[src/hw/rtl/xcfp_pkg.sv]
// ----------------------------------------------------------------------------
// xcfp_pkg
// Shared types and constants of the xor checked frame parser: status codes,
// configuration register indexes, configuration and result records.
// ----------------------------------------------------------------------------
package xcfp_pkg;

    typedef enum logic [2:0] {
        ST_OK            = 3'd0,
        ST_TOO_SHORT     = 3'd1,
        ST_BAD_HEADER    = 3'd2,
        ST_BAD_TAIL      = 3'd3,
        ST_BCC_FAIL      = 3'd4,
        ST_ADDR_MISMATCH = 3'd5
    } status_t;

    localparam int CFG_INDEX_W = 2;
    typedef logic [CFG_INDEX_W-1:0] cfg_index_t;

    localparam cfg_index_t CFG_DEVICE_ADDRESS = 2'd0;
    localparam cfg_index_t CFG_HEADER_BYTE    = 2'd1;
    localparam cfg_index_t CFG_TAIL_BYTE      = 2'd2;

    localparam logic [7:0] DEVICE_ADDRESS_RST = 8'h01;
    localparam logic [7:0] HEADER_BYTE_RST    = 8'h7A;
    localparam logic [7:0] TAIL_BYTE_RST      = 8'h00;

    localparam int MIN_FRAME       = 5;
    localparam int MIN_VALUE_FRAME = 9;

    typedef struct packed {
        logic [7:0] device_address;
        logic [7:0] header_byte;
        logic [7:0] tail_byte;
    } cfg_t;

    // packed from the top down, so status ends up in the lowest bits
    typedef struct packed {
        logic [7:0]         address_seen;
        logic [7:0]         header_seen;
        logic [7:0]         received_bcc;
        logic [7:0]         computed_bcc;
        logic [5:0]         frame_length;
        logic signed [31:0] reply_value;
        logic [7:0]         frame_type;
        logic               checksum_ok;
        logic               frame_valid;
        status_t            status;
    } result_t;

    localparam int RESULT_W   = $bits(result_t);
    localparam int OUT_DATA_W = ((RESULT_W + 7) / 8) * 8;

endpackage

[src/hw/rtl/xcfp_in_stage.sv]
// ----------------------------------------------------------------------------
// xcfp_in_stage
// Input register: holds one accepted item until the frame logic takes it.
// ----------------------------------------------------------------------------
module xcfp_in_stage (
    input  logic       aclk,
    input  logic       aresetn,
    input  logic       s_tvalid,
    output logic       s_tready,
    input  logic [7:0] s_tdata,
    input  logic       s_tuser,
    input  logic       advance,
    output logic       item_valid,
    output logic       item_func,
    output logic [7:0] item_byte
);
    logic       valid_reg, valid_next;
    logic       func_reg;
    logic [7:0] byte_reg;
    logic       take;

    assign s_tready = !valid_reg || advance;
    assign take     = s_tvalid && s_tready;

    always_comb begin
        valid_next = valid_reg;
        if (take) begin
            valid_next = 1'b1;
        end else if (advance) begin
            valid_next = 1'b0;
        end
    end

    always_ff @(posedge aclk) begin
        if (!aresetn) begin
            valid_reg <= 1'b0;
        end else begin
            valid_reg <= valid_next;
        end
    end

    always_ff @(posedge aclk) begin
        if (take) begin
            func_reg <= s_tuser;
            byte_reg <= s_tdata;
        end
    end

    assign item_valid = valid_reg;
    assign item_func  = func_reg;
    assign item_byte  = byte_reg;

endmodule

[src/hw/rtl/xcfp_frame_acc.sv]
// ----------------------------------------------------------------------------
// xcfp_frame_acc
// Frame state: collects header, address, type, value bytes, running xor and
// the last two bytes; on end of reception checks the frame and clears.
// ----------------------------------------------------------------------------
module xcfp_frame_acc #(
    parameter int BUFFER_BYTES = 32
) (
    input  logic             aclk,
    input  logic             aresetn,
    input  xcfp_pkg::cfg_t   cfg,
    input  logic             item_valid,
    input  logic             item_func,
    input  logic [7:0]       item_byte,
    input  logic             out_ready,
    output logic             advance,
    output logic             res_valid,
    output xcfp_pkg::result_t res
);
    import xcfp_pkg::*;

    localparam int CW = $clog2(BUFFER_BYTES + 1);

    logic [CW-1:0] count_reg, count_next;
    logic [7:0]    xor_reg, xor_next;
    logic [7:0]    first_reg, first_next;
    logic [7:0]    second_reg, second_next;
    logic [7:0]    third_reg, third_next;
    logic [31:0]   value_reg, value_next;
    logic [7:0]    last_reg, last_next;
    logic [7:0]    prev_reg, prev_next;

    logic          take_byte;
    logic          end_frame;
    logic [7:0]    cbcc;

    assign advance   = item_valid && (!item_func || out_ready);
    assign take_byte = item_valid && !item_func && (count_reg < CW'(BUFFER_BYTES));
    assign end_frame = item_valid && item_func && out_ready;
    assign res_valid = end_frame;

    always_comb begin
        count_next  = count_reg;
        xor_next    = xor_reg;
        first_next  = first_reg;
        second_next = second_reg;
        third_next  = third_reg;
        value_next  = value_reg;
        last_next   = last_reg;
        prev_next   = prev_reg;
        if (end_frame) begin
            count_next  = '0;
            xor_next    = '0;
            first_next  = '0;
            second_next = '0;
            third_next  = '0;
            value_next  = '0;
            last_next   = '0;
            prev_next   = '0;
        end else if (take_byte) begin
            case (count_reg)
                CW'(0):  first_next         = item_byte;
                CW'(1):  second_next        = item_byte;
                CW'(2):  third_next         = item_byte;
                CW'(3):  value_next[31:24]  = item_byte;
                CW'(4):  value_next[23:16]  = item_byte;
                CW'(5):  value_next[15:8]   = item_byte;
                CW'(6):  value_next[7:0]    = item_byte;
                default: value_next         = value_reg;
            endcase
            prev_next  = last_reg;
            last_next  = item_byte;
            xor_next   = xor_reg ^ item_byte;
            count_next = count_reg + CW'(1);
        end
    end

    always_ff @(posedge aclk) begin
        if (!aresetn) begin
            count_reg  <= '0;
            xor_reg    <= '0;
            first_reg  <= '0;
            second_reg <= '0;
            third_reg  <= '0;
            value_reg  <= '0;
            last_reg   <= '0;
            prev_reg   <= '0;
        end else begin
            count_reg  <= count_next;
            xor_reg    <= xor_next;
            first_reg  <= first_next;
            second_reg <= second_next;
            third_reg  <= third_next;
            value_reg  <= value_next;
            last_reg   <= last_next;
            prev_reg   <= prev_next;
        end
    end

    // bcc byte and tail are both in the running xor, take them back out
    assign cbcc = xor_reg ^ last_reg ^ prev_reg;

    always_comb begin
        res              = '0;
        res.frame_length = 6'(count_reg);
        res.header_seen  = first_reg;
        res.address_seen = second_reg;
        if (count_reg < CW'(MIN_FRAME)) begin
            res.status = ST_TOO_SHORT;
        end else if (first_reg != cfg.header_byte) begin
            res.status = ST_BAD_HEADER;
        end else if (last_reg != cfg.tail_byte) begin
            res.status = ST_BAD_TAIL;
        end else begin
            res.computed_bcc = cbcc;
            res.received_bcc = prev_reg;
            if (cbcc != prev_reg) begin
                res.status = ST_BCC_FAIL;
            end else if (second_reg != cfg.device_address) begin
                res.status      = ST_ADDR_MISMATCH;
                res.frame_valid = 1'b1;
                res.checksum_ok = 1'b1;
            end else begin
                res.status      = ST_OK;
                res.frame_valid = 1'b1;
                res.checksum_ok = 1'b1;
                res.frame_type  = third_reg;
                if (count_reg >= CW'(MIN_VALUE_FRAME)) begin
                    res.reply_value = value_reg;
                end
            end
        end
    end

    a_count_bounded: assert property (@(posedge aclk) disable iff (!aresetn)
        count_reg <= CW'(BUFFER_BYTES))
        else $error("byte count beyond buffer size");

    a_clear_after_end: assert property (@(posedge aclk) disable iff (!aresetn)
        end_frame |=> (count_reg == '0 && xor_reg == '0))
        else $error("frame state not cleared after end of reception");

    a_full_holds: assert property (@(posedge aclk) disable iff (!aresetn)
        (count_reg == CW'(BUFFER_BYTES) && !end_frame) |=> $stable(xor_reg))
        else $error("byte taken into a full frame");

endmodule

[src/hw/rtl/xcfp_out_reg.sv]
// ----------------------------------------------------------------------------
// xcfp_out_reg
// Result register: holds one result until the downstream side takes it.
// ----------------------------------------------------------------------------
module xcfp_out_reg (
    input  logic              aclk,
    input  logic              aresetn,
    input  logic              res_valid,
    input  xcfp_pkg::result_t res,
    output logic              out_ready,
    output logic              m_tvalid,
    input  logic              m_tready,
    output xcfp_pkg::result_t m_res
);
    import xcfp_pkg::*;

    logic    valid_reg, valid_next;
    result_t res_reg;

    assign out_ready = !valid_reg || m_tready;

    always_comb begin
        valid_next = valid_reg;
        if (res_valid) begin
            valid_next = 1'b1;
        end else if (m_tready) begin
            valid_next = 1'b0;
        end
    end

    always_ff @(posedge aclk) begin
        if (!aresetn) begin
            valid_reg <= 1'b0;
        end else begin
            valid_reg <= valid_next;
        end
    end

    always_ff @(posedge aclk) begin
        if (res_valid) begin
            res_reg <= res;
        end
    end

    assign m_tvalid = valid_reg;
    assign m_res    = res_reg;

    a_valid_means_ck: assert property (@(posedge aclk) disable iff (!aresetn)
        valid_reg |-> (res_reg.frame_valid == res_reg.checksum_ok))
        else $error("frame_valid and checksum_ok disagree");

    a_type_only_ok: assert property (@(posedge aclk) disable iff (!aresetn)
        (valid_reg && res_reg.status != ST_OK) |->
            (res_reg.frame_type == '0 && res_reg.reply_value == '0))
        else $error("type or value reported on a failed frame");

endmodule

[src/hw/rtl/xor_checked_frame_parser.sv]
// path: an accepted end item waits in the input register, then its result is registered in the result register
// throughput: one item per cycle while no end item waits on the result side; byte items never wait on the result side
// an end item waits in the input register while an earlier result is untaken
// reset: aresetn synchronous active low; clears frame state, item valids and
// loads the configuration registers with their defaults
// ----------------------------------------------------------------------------
// xor_checked_frame_parser
// Serial frame parser with xor bcc check, header, tail and address match.
// ----------------------------------------------------------------------------
module xor_checked_frame_parser #(
    parameter int BUFFER_BYTES = 32
) (
    input  logic                                aclk,
    input  logic                                aresetn,
    input  logic                                cfg_wr_en,
    input  xcfp_pkg::cfg_index_t                cfg_index,
    input  logic [7:0]                          cfg_wdata,
    input  logic                                s_tvalid,
    output logic                                s_tready,
    input  logic [7:0]                          s_tdata,  // rx_byte
    input  logic                                s_tuser,  // func
    output logic                                m_tvalid,
    input  logic                                m_tready,
    // status, frame_valid, checksum_ok, frame_type, reply_value, frame_length,
    // computed_bcc, received_bcc, header_seen, address_seen, zero fill
    output logic [xcfp_pkg::OUT_DATA_W-1:0]     m_tdata
);
    import xcfp_pkg::*;

    cfg_t       cfg_reg, cfg_next;
    logic       item_valid, item_func;
    logic [7:0] item_byte;
    logic       advance, res_valid, out_ready;
    result_t    res, m_res;

    always_comb begin
        cfg_next = cfg_reg;
        if (cfg_wr_en) begin
            unique case (cfg_index)
                CFG_DEVICE_ADDRESS: cfg_next.device_address = cfg_wdata;
                CFG_HEADER_BYTE:    cfg_next.header_byte    = cfg_wdata;
                CFG_TAIL_BYTE:      cfg_next.tail_byte      = cfg_wdata;
                default:            cfg_next                = cfg_reg;
            endcase
        end
    end

    always_ff @(posedge aclk) begin
        if (!aresetn) begin
            cfg_reg.device_address <= DEVICE_ADDRESS_RST;
            cfg_reg.header_byte    <= HEADER_BYTE_RST;
            cfg_reg.tail_byte      <= TAIL_BYTE_RST;
        end else begin
            cfg_reg <= cfg_next;
        end
    end

    xcfp_in_stage u_in (
        .aclk       (aclk),
        .aresetn    (aresetn),
        .s_tvalid   (s_tvalid),
        .s_tready   (s_tready),
        .s_tdata    (s_tdata),
        .s_tuser    (s_tuser),
        .advance    (advance),
        .item_valid (item_valid),
        .item_func  (item_func),
        .item_byte  (item_byte)
    );

    xcfp_frame_acc #(
        .BUFFER_BYTES (BUFFER_BYTES)
    ) u_acc (
        .aclk       (aclk),
        .aresetn    (aresetn),
        .cfg        (cfg_reg),
        .item_valid (item_valid),
        .item_func  (item_func),
        .item_byte  (item_byte),
        .out_ready  (out_ready),
        .advance    (advance),
        .res_valid  (res_valid),
        .res        (res)
    );

    xcfp_out_reg u_out (
        .aclk      (aclk),
        .aresetn   (aresetn),
        .res_valid (res_valid),
        .res       (res),
        .out_ready (out_ready),
        .m_tvalid  (m_tvalid),
        .m_tready  (m_tready),
        .m_res     (m_res)
    );

    assign m_tdata = {{(OUT_DATA_W - RESULT_W){1'b0}}, m_res};

endmodule
[config.mk]
export PLATFORM = sky130hd
export DESIGN_NAME = xor_checked_frame_parser
export DESIGN_NICKNAME = d
export VERILOG_FILES = /design/src/hw/rtl/xcfp_pkg.sv /design/src/hw/rtl/xcfp_in_stage.sv /design/src/hw/rtl/xcfp_frame_acc.sv /design/src/hw/rtl/xcfp_out_reg.sv /design/src/hw/rtl/xor_checked_frame_parser.sv
export SDC_FILE = /design/constraint.sdc
export NUM_CORES = 1
export LEC_CHECK = 0
export ABC_AREA = 1
export CORE_MARGIN = 3
export CORE_UTILIZATION = 30
export DETAILED_ROUTE_END_ITERATION = 10
export DONT_BUFFER_PORTS = 1
export HOLD_SLACK_MARGIN = 0.15
export PLACE_DENSITY = 0.46
export SYNTH_ARGS = -nofsm -noshare
export SYNTH_HDL_FRONTEND = slang
export SYNTH_SLANG_ARGS = --single-unit
[constraint.sdc]
create_clock -name aclk -period 6.7 [get_ports aclk]
set_input_delay 0.67 -clock aclk [delete_from_list [all_inputs] [get_ports aclk]]
set_output_delay 0.67 -clock aclk [all_outputs]
set_load 0.005 [all_outputs]
==> results_dict.tcl, run 1 <==
set metrics [dict create \
    cts_tree "done" \
    crit_required_ns 7.12 \
    numCtsBuffers 23 \
    postLayoutCoreUtil 0.352 \
    slowest_delay_ns 0.50 \
    wl_per_cell_microns 16.0 \
    start_kind "flip-flop" \
    min-delay-start "aresetn" \
    pin_count 114 \
    firstDrtPassIters 5 \
    fin_crit_sh 0.342 \
    period_needed_ns 2.29 \
    grt_pass1_vias 4810 \
    grt_antenna_before_repair 0 \
    ctsResizeCount 0 \
    slew-limit-headroom 0.495 \
    synth_cell_types 31 \
    via_per_inst 4.37 \
    reg2reg_slack_ns 4.41 \
    final_antenna_net_count 0 \
    final.setup_skew_ns 0.0143 \
    place_area_sq_um 8150 \
    core_sq_um 25500 \
    die_w_microns 168 \
    htreeDepth 1 \
    drt_wl_total_microns 18300 \
    syn_area_sq_um 7860 \
    synth-seq-cells 203 \
    die_y_microns 168 \
    largest_reg_flops 82 \
    io_buffer_count 0 \
    gr-total-overflow 0 \
    syn_inst 798 \
    p_per_area_nw_per_um2 310 \
    cts_setup_buffers 0 \
    crit_fanout 58 \
    worst_ep_arrival_time_ns 2.71 \
    layout_common_cells "inv_1, dfxtp_1, edfxtp_1, a21oi_1, o21ai_0" \
    rsz0062_at_grt "no" \
    fin_area_sq_um 8960 \
    grt_usage 0.127 \
    antenna_cells 0 \
    drtIter0Drc 325 \
    hold_viol 0 \
    r2r_start "u_in.item_func" \
    drive_above_1_share 0.104 \
    drc_errors 0 \
    placementRows 58 \
    vdd_ir_drop_max_mv 0.173 \
    crit_path_end_kind "flip-flop" \
    seqCellArea_sq_um 4970 \
    area.growth.synth_to_final_pct 14.0 \
    slew_violations 0 \
    nFillCells 2581 \
    worst-path-buf-inv 2 \
    path_clk_slew_ns 0.06 \
    clock-sinks 203 \
    yosysWarnings 0 \
    cpMaxStageDelayCell "buf_4" \
    final_common_cell "inv_1" \
    cts-root-buf "clkbuf_16" \
    cts_hold_buf 0 \
    place.gp.congestion 0.778 \
    tightest_slew_ns 0.749 \
    start_util 0.309 \
    multi_input_area_sq_um 2290 \
    clk_path_buf_depth 3 \
    timing.rr.end "u_acc.second_reg[4]" \
    num_vias 5013 \
    finalSetupTns_ns 0 \
    whs_endpoint "cfg_reg[14]" \
    setup_viol 0 \
    ys_seq_area_frac 0.633 \
    crit_chain "nand2_1 -> nor2_4 -> buf_4 -> nor2_4 -> buf_4 -> o21ai_0 -> a21oi_1" \
    whs_ns 0.257 \
    dp_hpwl_microns 12600 \
    fmax_mhz 437 \
    hold_path_class "input port to flip-flop" \
    crit_type "flip-flop to flip-flop" \
    grt_pass1_wl_microns 28300 \
    clock_latency_ns 0.50 \
    reg2regPathDepth 7 \
    critPathTopFamily "buffers and inverters" \
    die_area_sq_um 28200 \
    hold_path_depth 1 \
    cap_violations 0 \
    postSynthAreaPerCell_sq_um 9.85 \
    leakage_uw 0.00316 \
    grt_max_degree 59 \
    fin_nets 828 \
    status "complete, no violations" \
]
==> cell type report <==
cell class                 count  area share
multi-input combinational    450       0.255
sequential                   203       0.555
timing repair buffer           4     0.00335
clock inverter                 9      0.0135
tap                          330      0.0461
inverter                     118      0.0494
clock buffer                  32      0.0771
==> routing by layer <==
| metal | global-route usage | wire length [microns] | vias to the layer above |
|---|---|---|---|
| met5 | 0 | 0 | - |
| met4 | 0.0370 | 340 | 0 |
| met3 | 0.0362 | 1200 | 21 |
| met2 | 0.201 | 8390 | 115 |
| met1 | 0.169 | 8400 | 2282 |
| li1 | - | - | 2595 |
==> synth_stat cells <==
cell | n | area share
inv_1 | 114 | 0.054
dfxtp_1 | 112 | 0.29
edfxtp_1 | 91 | 0.35
a21oi_1 | 89 | 0.057
o21ai_0 | 88 | 0.056
nand2_1 | 85 | 0.041
nor2_1 | 85 | 0.041
nor2_2 | 30 | 0.024
xnor2_1 | 19 | 0.021
clkbuf_1 | 13 | 0.0062
nand3_1 | 11 | 0.0070
xor2_1 | 9 | 0.010
buf_4 | 8 | 0.0076
buf_2 | 5 | 0.0032
o21ai_1 | 5 | 0.0032
buf_6 | 4 | 0.0057
ha_1 | 4 | 0.0064
nor2_4 | 4 | 0.0057
nor3_1 | 4 | 0.0025
o211ai_1 | 3 | 0.0029
clkinv_1 | 2 | 0.00096
inv_2 | 2 | 0.00096
nand2_2 | 2 | 0.0016
nand3_2 | 2 | 0.0025
a211oi_1 | 1 | 0.00096
a41oi_1 | 1 | 0.0011
buf_1 | 1 | 0.00048
conb_1 | 1 | 0.00048
nand3_4 | 1 | 0.0022
nor3_2 | 1 | 0.0013
or2_1 | 1 | 0.00080
==> logic make-up after synthesis <==
kind of cell | share of synthesized area
compound gates | 0.121
xor+xnor | 0.0312
fa+ha+maj | 0.00637
buf+inv | 0.0796
flops | 0.633
other cells | 0.000477
simple gates | 0.129
==> where the power goes <==
group	total (uW)	switching (uW)	internal (uW)
Clock	1320	487	832
Combinational	104	71.8	32.5
Sequential	1350	28.4	1320
Total	2770	588	2190
==> metrics by stage <==
stage	instances	power [uW]	setup WS [ns]
after global placement	1105	1480	4.12
after detailed placement	1105	1490	4.10
after CTS	1146	2820	4.37
after global routing	1146	2890	4.16
after floorplan	802	1450	1.71
final	1146	2770	4.41
==> worst max path at each step <==
| stage | start | to | cells after the start |
|---|---|---|---|
| 4_1_cts | u_in.item_func | u_acc.value_reg[9] | 7 |
| 3_5_place_dp | m_tready | u_acc.prev_reg[1] | 7 |
| 2_1_floorplan | m_tready | u_acc.prev_reg[2] | 7 |
| 5_1_grt | u_out.m_tvalid | u_acc.second_reg[6] | 8 |
| 3_3_place_gp | m_tready | u_acc.second_reg[4] | 7 |
| 6_report | u_in.item_func | u_acc.second_reg[4] | 7 |
Power figures use the tool's default switching activity.
==> run 2, diff against run 1 <==
--- a/config.mk
+++ b/config.mk
@@ -11,7 +11,7 @@
 export DETAILED_ROUTE_END_ITERATION = 10
 export DONT_BUFFER_PORTS = 1
 export HOLD_SLACK_MARGIN = 0.15
-export PLACE_DENSITY = 0.46
+export PLACE_DENSITY = 0.47
 export SYNTH_ARGS = -nofsm -noshare
 export SYNTH_HDL_FRONTEND = slang
 export SYNTH_SLANG_ARGS = --single-unit
==> constraint.sdc (replaced) <==
create_clock -name aclk -period 1.84 [get_ports aclk]
set_input_delay 0.184 -clock aclk [delete_from_list [all_inputs] [get_ports aclk]]
set_output_delay 0.184 -clock aclk [all_outputs]
set_load 0.005 [all_outputs]
==> results_dict.tcl, run 2 (synthesized netlist as in run 1, its figures left out) <==
set metrics [dict create \
    status "complete, no violations" \
    leakage_uw 0.00345 \
    setup_slack_ns 0.114 \
    post-place-cells 1128 \
    clock-sinks 203 \
    slowest_delay_ns 0.63 \
    p_per_area_nw_per_um2 1060 \
    final_common_cell "inv_1" \
    dp_hpwl_microns 13200 \
    slew_violations 0 \
    r2r_start "u_acc.last_reg[0]" \
    cts_tree "done" \
    crit_top_cell "dlygate4sd3_1" \
    drt_wl_total_microns 19700 \
    fin_crit_sh 0.938 \
    cap_violations 0 \
    cts-root-buf "clkbuf_16" \
    cts_setup_buffers 0 \
    area.growth.synth_to_final_pct 21.8 \
    grt_max_degree 83 \
    start_util 0.309 \
    die_area_sq_um 28200 \
    gr-total-overflow 0 \
    path_clk_slew_ns 0.06 \
    slew-limit-headroom 0.441 \
    vdd_ir_drop_max_mv 0.658 \
    setup_viol 0 \
    placementRows 58 \
    largest_reg_flops 82 \
    grt_pass1_vias 5251 \
    crit_required_ns 2.23 \
    fin_cells 1210 \
    core_sq_um 25500 \
    reg2reg_slack_ns 0.17 \
    fin_nets 890 \
    grt_usage 0.138 \
    fmax_mhz 579 \
    whs_endpoint "cfg_reg[10]" \
    worst_ep_arrival_time_ns 2.12 \
    via_per_inst 4.40 \
    crit_chain "dlygate4sd3_1 -> nand2_1 -> dlygate4sd3_1 -> o211ai_1 -> dlygate4sd3_1" \
    final_antenna_net_count 0 \
    timing.rr.end "u_out.m_res[18]" \
    grt_pass1_wl_microns 30900 \
    grt_antenna_before_repair 0 \
    drc_errors 0 \
    cpMaxStageDelayCell "dlygate4sd3_1" \
    finalSetupTns_ns 0 \
    htreeDepth 1 \
    pre_cts_slack_ns 0.163 \
    numCtsBuffers 24 \
    tightest_slew_ns 0.835 \
    drive_above_1_share 0.126 \
    reg2regPathDepth 9 \
    power_uw 10200 \
    drtIter0Drc 332 \
    die_w_microns 168 \
    io_buffer_count 0 \
    crit_path_end_kind "flip-flop" \
    hold_path_depth 5 \
    min-delay-start "cfg_index[1]" \
    period_needed_ns 1.73 \
    clk_path_buf_depth 3 \
    crit_fanout 3 \
    layout_common_cells "inv_1, dfxtp_1, edfxtp_1, a21oi_1, nand2_1" \
    clock_latency_ns 0.51 \
    die_y_microns 168 \
    final.setup_skew_ns 0.00552 \
    hold_viol 0 \
    antenna_cells 0 \
    rsz0062_at_grt "no" \
    hold_path_class "input port to flip-flop" \
    firstDrtPassIters 4 \
    crit_type "input port to flip-flop" \
    wl_per_cell_microns 16.3 \
    place.gp.congestion 0.809 \
    num_vias 5320 \
    pin_count 114 \
    start_kind "input port" \
]
-- run 2: cell types whose count changed in the layout (fill, tap and decap cells not counted), moves of 4 or more --
cell           before  now
buf_4               4   23
o21ai_0            88   74
dlygate4sd3_1       0   37
clkbuf_1            2    6
buf_12              0    4
o21ai_1             5   19
-- run 2: where the power goes --
group          leakage, uW  switching [uW]  total, uW  internal, uW
registers          0.00177            90.4       4910          4820
clock network     0.000404            1820       4760          2950
logic              0.00127             318        513           196
-- run 2: cell type report --
class	instances	area, sq um
fill	2565	15900
sequential	203	4980
multi-input combinational	450	2290
clock buffer	38	756
timing repair buffer	65	636
inverter	118	443
tap	330	413
clock inverter	6	55.1
-- run 2: timing repair --
action / in CTS / in global routing
setup endpoints to repair: 0 / 79
hold buffers: 38 / 0
gates resized for setup: 0 / 1
hold endpoints to repair: 51 / 0
-- run 2: how the worst max path moves through the flow --
stage / startpoint / endpoint / cells after the start
2_1_floorplan: u_in.item_func / u_acc.first_reg[1] / 7
3_5_place_dp: u_acc.last_reg[0] / u_out.m_res[18] / 9
4_1_cts: aresetn / u_acc.count_reg[5] / 5
6_report: cfg_wdata[1] / cfg_reg[9] / 5
3_3_place_gp: u_acc.last_reg[7] / u_out.m_res[20] / 9
5_1_grt: u_acc.last_reg[1] / u_out.m_res[20] / 9
-- run 2: metal layers --
layer / share of wire / routed length [microns] / GRT usage / up-vias
met4: 0.024 / 477 / 0.0370 / 0
met2: 0.47 / 9180 / 0.225 / 128
met3: 0.055 / 1080 / 0.0329 / 38
met5: 0 / 0 / 0 / -
met1: 0.45 / 8940 / 0.186 / 2441
li1: - / - / - / 2713
-- run 2: stage by stage --
| step | hold WS, ns | util | cell area [sq um] |
|---|---|---|---|
| global route | 0.207 | 0.376 | 9570 |
| detailed placement | 0.276 | 0.329 | 8380 |
| finish | 0.196 | 0.376 | 9570 |
| floorplan | 0.283 | - | 7920 |
| CTS | 0.156 | 0.376 | 9570 |
| global placement | 0.273 | 0.329 | 8380 |
-- run 2: critical path: cells and delay by family --
family,cells,cell delay [ns]
buffers and inverters,3,1.76
AND/OR/NAND/NOR,1,0.10
AO/OA/AOI/OAI,1,0.08
